File: config.mk
export PLATFORM = sky130hd
export DESIGN_NAME = delta_gap_bit_packer_top
export DESIGN_NICKNAME = d
export VERILOG_FILES = /design/src/rtl/dgbp_pkg.sv /design/src/rtl/dgbp_core.sv /design/src/rtl/delta_gap_bit_packer_top.sv
export VERILOG_INCLUDE_DIRS = /design/src /design/src/rtl
export SDC_FILE = /design/constraint.sdc
export NUM_CORES = 1
export LEC_CHECK = 0
export BUFFER_PORTS_ARGS = -buffer_cell sky130_fd_sc_hd__buf_4
export CORE_ASPECT_RATIO = 1.1
export CORE_UTILIZATION = 39
export DETAILED_ROUTE_END_ITERATION = 7
export PLACE_DENSITY_LB_ADDON = 0.2
export REMOVE_ABC_BUFFERS = 1
export SLEW_MARGIN = 20
export SYNTH_ARGS = -nofsm -noshare
export SYNTH_HDL_FRONTEND = slang
export SYNTH_HIERARCHICAL = 1
export SYNTH_SLANG_ARGS = --single-unit
File: constraint.sdc
create_clock -name clk -period 8 [get_ports clk]
set_input_delay 1.6 -clock clk [delete_from_list [all_inputs] [get_ports clk]]
set_output_delay 1.6 -clock clk [all_outputs]
set_load 0.05 [all_outputs]
File: src/rtl/delta_gap_bit_packer_top_defines.svh
// ----------------------------------------------------------------------------
// Delta-gap bit packer assertion macros
// Clocked, reset-qualified assertion wrappers for the packer's checks.
// ----------------------------------------------------------------------------
`ifndef DELTA_GAP_BIT_PACKER_TOP_DEFINES_SVH
`define DELTA_GAP_BIT_PACKER_TOP_DEFINES_SVH

`ifndef ASSERT_OFF
// Assert prop at every rising edge of clk outside reset
`define DGBP_ASSERT(label, prop, msg) \
	label: assert property (@(posedge clk) disable iff (!arst_n) (prop)) else $error(msg);
// Assert that cond never holds at a rising edge of clk outside reset
`define DGBP_ASSERT_NEVER(label, cond, msg) \
	label: assert property (@(posedge clk) disable iff (!arst_n) !(cond)) else $error(msg);
`else
`define DGBP_ASSERT(label, prop, msg)
`define DGBP_ASSERT_NEVER(label, cond, msg)
`endif

`endif

File: src/rtl/dgbp_pkg.sv
// ----------------------------------------------------------------------------
// Delta-gap bit packer package
// Widths, word types, mode codes and the bit count function.
// ----------------------------------------------------------------------------
`default_nettype none

package dgbp_pkg;

	localparam int unsigned WORD_BITS = 32;
	localparam int unsigned FILL_W    = 5;
	localparam int unsigned CNT_W     = 6;

	localparam logic MODE_VALUE = 1'b0;
	localparam logic MODE_FLUSH = 1'b1;

	typedef struct packed {
		logic                 mode;
		logic [WORD_BITS-1:0] value;
		logic                 list_start;
	} item_t;

	typedef struct packed {
		logic [CNT_W-1:0]     gap_bits;
		logic                 word_valid;
		logic [WORD_BITS-1:0] packed_word;
	} result_t;

	// Position of the highest set bit plus one; zero for a zero operand
	function automatic logic [CNT_W-1:0] sig_bits(input logic [WORD_BITS-1:0] x);
		logic [CNT_W-1:0] n;
		n = '0;
		for (int i = 0; i < WORD_BITS; i++) begin
			if (x[i]) begin
				n = CNT_W'(i + 1);
			end
		end
		return n;
	endfunction

endpackage

`default_nettype wire

File: src/rtl/dgbp_core.sv
// ----------------------------------------------------------------------------
// Delta-gap bit packer core
// Holds the list and accumulator state and forms one result per item.
// ----------------------------------------------------------------------------
`default_nettype none

module dgbp_core (
	input  wire logic            clk,
	input  wire logic            arst_n,
	input  wire logic            advance,
	input  wire dgbp_pkg::item_t item,
	output dgbp_pkg::result_t    res
);
	import dgbp_pkg::*;

	logic [WORD_BITS-1:0]   prev_q;
	logic [WORD_BITS-1:0]   acc_q;
	logic [FILL_W-1:0]      fill_q;
	logic [WORD_BITS-1:0]   prev_d;
	logic [WORD_BITS-1:0]   acc_d;
	logic [FILL_W-1:0]      fill_d;
	logic [WORD_BITS-1:0]   base;
	logic [WORD_BITS-1:0]   gap;
	logic [CNT_W-1:0]       nbits;
	logic [CNT_W-1:0]       total;
	logic [2*WORD_BITS-1:0] merged;

	always_comb begin
		base   = item.list_start ? '0 : prev_q;
		gap    = item.value - base;
		nbits  = sig_bits(gap);
		total  = CNT_W'(fill_q) + nbits;
		// low half completes the word, high half is the spill into the next
		merged = ((2*WORD_BITS)'(gap) << fill_q) | (2*WORD_BITS)'(acc_q);

		res    = '0;
		prev_d = prev_q;
		acc_d  = acc_q;
		fill_d = fill_q;

		case (item.mode)
			MODE_FLUSH: begin
				if (fill_q != '0) begin
					res.word_valid  = 1'b1;
					res.packed_word = acc_q;
				end
				acc_d  = '0;
				fill_d = '0;
			end
			MODE_VALUE: begin
				res.gap_bits = nbits;
				prev_d       = item.value;
				if (total >= CNT_W'(WORD_BITS)) begin
					res.word_valid  = 1'b1;
					res.packed_word = merged[WORD_BITS-1:0];
					acc_d           = merged[2*WORD_BITS-1:WORD_BITS];
				end else begin
					acc_d = merged[WORD_BITS-1:0];
				end
				fill_d = total[FILL_W-1:0];
			end
			default: begin
				res = '0;
			end
		endcase
	end

	always_ff @(posedge clk or negedge arst_n) begin
		if (!arst_n) begin
			prev_q <= '0;
			acc_q  <= '0;
			fill_q <= '0;
		end else if (advance) begin
			prev_q <= prev_d;
			acc_q  <= acc_d;
			fill_q <= fill_d;
		end
	end

endmodule

`default_nettype wire

File: src/rtl/delta_gap_bit_packer_top.sv
// One item is taken in every cycle while in_stall is low and gives exactly one result, through
// an input register and a result register with the gap, bit count and shift-merge between them.
// The accumulator and previous-value registers feed back around that single stage, so a list
// value or flush may follow any other in the next cycle. A stall on the result side holds the
// result register and, once the input register is also full, raises in_stall.
// ----------------------------------------------------------------------------
// Delta-gap bit packer top level
// Input register, packing core and result register with valid/stall flow.
// ----------------------------------------------------------------------------
`default_nettype none
`include "delta_gap_bit_packer_top_defines.svh"

module delta_gap_bit_packer_top (
	input  wire logic                           clk,
	input  wire logic                           arst_n,
	input  wire logic                           in_valid,
	output logic                                in_stall,
	input  wire logic                           mode,
	input  wire logic [dgbp_pkg::WORD_BITS-1:0] value,
	input  wire logic                           list_start,
	output logic                                out_valid,
	input  wire logic                           out_stall,
	output logic [dgbp_pkg::CNT_W-1:0]          gap_bits,
	output logic                                word_valid,
	output logic [dgbp_pkg::WORD_BITS-1:0]      packed_word
);
	import dgbp_pkg::*;

	logic    valid_s1;
	item_t   item_s1;
	logic    out_valid_q;
	result_t result_q;
	result_t res;
	logic    out_ready;
	logic    advance;
	logic    cnt_full;
	logic    cnt_over;

	assign out_ready = !out_valid_q || !out_stall;
	assign advance   = valid_s1 && out_ready;
	assign in_stall  = valid_s1 && !out_ready;

	dgbp_core u_core (
		.clk     (clk),
		.arst_n  (arst_n),
		.advance (advance),
		.item    (item_s1),
		.res     (res)
	);

	// input register: hold while the stage is blocked
	always_ff @(posedge clk or negedge arst_n) begin
		if (!arst_n) begin
			valid_s1 <= 1'b0;
		end else if (!in_stall) begin
			valid_s1 <= in_valid;
		end
	end

	always_ff @(posedge clk) begin
		if (in_valid && !in_stall) begin
			item_s1 <= '{mode: mode, value: value, list_start: list_start};
		end
	end

	// result register: advance whenever the far side takes the word or it is empty
	always_ff @(posedge clk or negedge arst_n) begin
		if (!arst_n) begin
			out_valid_q <= 1'b0;
		end else if (out_ready) begin
			out_valid_q <= valid_s1;
		end
	end

	always_ff @(posedge clk) begin
		if (advance) begin
			result_q <= res;
		end
	end

	assign out_valid   = out_valid_q;
	assign gap_bits    = result_q.gap_bits;
	assign word_valid  = result_q.word_valid;
	assign packed_word = result_q.packed_word;

	assign cnt_full = (gap_bits == CNT_W'(WORD_BITS));
	assign cnt_over = (gap_bits > CNT_W'(WORD_BITS));

	`DGBP_ASSERT(a_full_gap_emits, (out_valid && cnt_full) |-> word_valid, "full gap, no word")
	`DGBP_ASSERT(a_idle_word_zero, (out_valid && !word_valid) |-> (packed_word == '0), "stale word")
	`DGBP_ASSERT_NEVER(a_count_range, out_valid && cnt_over, "bit count out of range")
	`DGBP_ASSERT_NEVER(a_stall_cause, in_stall && !(out_valid && out_stall), "stall without cause")

endmodule

`default_nettype wire
==> flow_summary.toml <==
[final_layout]
multi_input_area_sq_mm = 0.00679
insertedDiodeCount = 0
num-nets-final = 1421
layout.filler_cells = 2854
area_added_between_synthesis_and_finish_pct = 12.9
area.sequential_sq_mm = 0.00397
drive_above_1_share_pct = 13.8

[logic_synthesis]
syn_avg_cell_area_sq_um = 8.55
synth.yosys.seq_area_share_pct = 35.4
postSynthRegisterBits = 144
synth_edf_count = 73
post_synth_num_cell_types = 94
synth-main-ff-cell = "edfxtp_1"
yosys-top-cells-area = "edfxtp_1, dfrtp_1, nand2_1, a21oi_1, ha_1"
synth_most_common_cell = "nand2_1"
synth_area_sq_mm = 0.0112
yosys.area.top_type_share_pct = 19.5
post_synth_most_frequent_cells = "nand2_1, nor2_1, a21oi_1"
yosysWarningCount = 6
yosysTopAreaCell = "edfxtp_1"
fraction_of_registers_with_async_set_reset_pct = 49.3
synthesis.instances = 1312

[floorplan]
fp.dieArea_sq_mm = 0.0295
fp.dieW_microns = 164
design.core.area_sq_mm = 0.0280
start_util_pct = 40.0
row_count = 64
ioPinCount = 79
die_height_microns = 180

[sta]
setup-tns-final_ns = 0
drv_slew = 0
rsz0062_at_grt = "no"
layout_worst_path_cycle_share_pct = 91.0
worstMarginPinSlew_ns = 0.902
achievable-frequency_mhz = 137
finalSetupViolCount = 0
slew_headroom_pct = 38.1
hold_slack_ns = 0.477
timing.final.hold_violations = 0
period_needed_ns = 7.28
clock-skew-final_ns = 0.0183

[global_routing]
number_of_global_route_vias_before_repair = 10416
grt_antenna_before_repair = 0
first_pass_grt_wire_length_microns = 59200
grt_overflow = 0
grt_use_total_pct = 26.1
pin_count_of_the_biggest_net_entering_global_routing = 72

[outcome]
result_of_the_run = "completed"

[worst_setup_path]
cp.arrival_ns = 7.61
criticalPathCategory = "reg -> reg"
crit_fanout = 32
data_required_critical_path_ns = 8.34
cp-start-kind = "flip-flop"
crit_path_end_kind = "flip-flop"

[route]
detailroute.via_count = 10711
drcViolationCount = 0
drt_pass1_iterations = 5
routed_wl_microns = 37600
route.detailed.wl_per_inst_microns = 21.8
detail_route.iter0.violations = 960
ant_nets = 0
routed_via_density = 6.22

[placement]
gp_congestion = 0.968
port_buffers = 78
detailed_place_hpwl_microns = 27500

[power]
ir_drop_mv = 0.151
share_seq_of_total_power_pct = 21.3
post-layout-total-power_mw = 5.11
clockPowerShare_pct = 15.8
p_leak_nw = 5.13
power.density_cell_area_mw_per_mm2 = 404
pwr-share-comb_pct = 62.8
switching_power_mw = 2.61
power.switching_fraction_pct = 50.9
p_int_mw = 2.51

[cts]
clk_root_buffer_cell = "clkbuf_16"
worst_skew_pair.late_latency_ns = 0.45
clk_pin_slew_worst_paths_ns = 0.07
numCtsBuffers = 17
cts.repair_timing.setup_buffer_count = 0
cts_sinks = 144
tritoncts = "done"
cts-hold-fix-buffers = 0
clock_tree.buffer_depth = 2
post_cts_resized = 0
htree_levels = 4

[flow_run]
cap_viol_max_count = 0

[hold_path]
worst_hold_path_type = "reg -> reg"
==> metrics by stage <==
stage                     area, sq um  setup WS (ns)  util (%)  cells
after CTS                       12600          0.778      45.1   1720
final                           12700          0.722      45.2   1721
after detailed placement        12100          0.802      43.0   1688
after global placement          12100          0.903      43.0   1688
after global routing            12700         0.0838      45.2   1721
after floorplan                 10900          -1.41         -   1227
==> sequential cells by signal, indices dropped and copies added, names as in the netlist <==
signal         count
item_s1           34
packed_word       32
u_core/acc_q      32
u_core/prev_q     32
gap_bits           6
u_core/fill_q      5
out_valid          1
valid_s1           1
word_valid         1
==> cells by family after synthesis <==
group                    count (synthesis)  synth area share, %
AO/OA/AOI/OAI                          438                 27.0
XOR/XNOR                                39                 3.28
buffers and inverters                  115                 4.27
multiplexers                            51                 5.73
adder cells (fa/ha/maj)                 38                 4.30
flip-flops                             144                 35.4
AND/OR/NAND/NOR                        487                 20.1
==> routing by layer <==
metal / vias up / GRT usage [%] / share of wire (%)
li1: 4991 / - / -
met1: 5195 / 32.5 / 42
met2: 427 / 43.5 / 49
met3: 98 / 4.01 / 5.1
met4: 0 / 12.9 / 4.1
met5: - / 0 / 0
==> critical path, stage by stage, from the launching register on <==
cell and delay [ns]:
edfxtp_1 0.72, nand2b_1 0.29, ha_1 0.48, a21oi_1 0.38, o21ai_1 0.23, o21bai_1 0.23, a211oi_1 0.31, a32oi_1 0.27
xnor2_1 0.48, and2_1 0.26, o31ai_1 0.08, o21ai_0 0.16, a41oi_1 0.17, nor2_1 0.23, ha_1 0.27, a21o_1 0.17
a21oi_1 0.21, o21bai_1 0.09, a21oi_1 0.46, xor2_2 0.32, buf_4 0.26, nor2_4 0.13, nor2_1 0.53, o32ai_1 0.21
a21o_1 0.19
==> power groups by stage <==
stage	Clock, mW	Combinational [mW]	Sequential, mW
2_1_floorplan	0	1.85	1.37
3_3_place_gp	0	3.13	1.11
3_5_place_dp	0	3.12	1.10
4_1_cts	0.832	3.14	1.09
5_1_grt	0.866	3.42	1.11
6_report	0.810	3.21	1.09
==> cell usage in the layout, fill, tap and decap left out, types with 22 or more instances in the layout <==
master	synthesis	routed
nand3_1	29	29
dfrtp_1	71	71
nor2_1	119	118
nand2_1	186	186
nand2b_1	39	39
o22ai_1	23	23
ha_1	37	37
a21oi_1	96	96
a21o_1	27	27
buf_4	2	98
edfxtp_1	73	73
inv_1	26	26
o21ai_0	76	76
xnor2_1	22	22
nor3_1	30	30
mux2i_1	26	26
==> cell type report <==
cell class / instances / area share (%)
inverters: 30 / 0.889
clock buffers: 19 / 3.66
well taps: 363 / 3.59
clock inverters: 13 / 0.978
repair buffers: 99 / 5.97
multi-input cells: 1053 / 53.6
flip-flops and latches: 144 / 31.3
==> worst paths after layout <==
path                                         startpoint                            end  slack, ns  cells past startpoint
hold / removal             u_core/prev_q[6]$_DFFE_PN0P_   u_core/prev_q[6]$_DFFE_PN0P_       0.48                      2
setup / recovery                   item_s1[0]$_DFFE_PP_   u_core/acc_q[24]$_DFFE_PN0P_       0.72                     24
max in group asynchronous                        arst_n  u_core/prev_q[29]$_DFFE_PN0P_       6.29                      2
setup reg to reg                   item_s1[0]$_DFFE_PP_   u_core/acc_q[24]$_DFFE_PN0P_       0.72                     24
min in group asynchronous                        arst_n   u_core/acc_q[28]$_DFFE_PN0P_       1.10                      1
hold reg to reg            u_core/prev_q[6]$_DFFE_PN0P_   u_core/prev_q[6]$_DFFE_PN0P_       0.48                      2
Note: power is estimated with default switching activity, not from simulation.
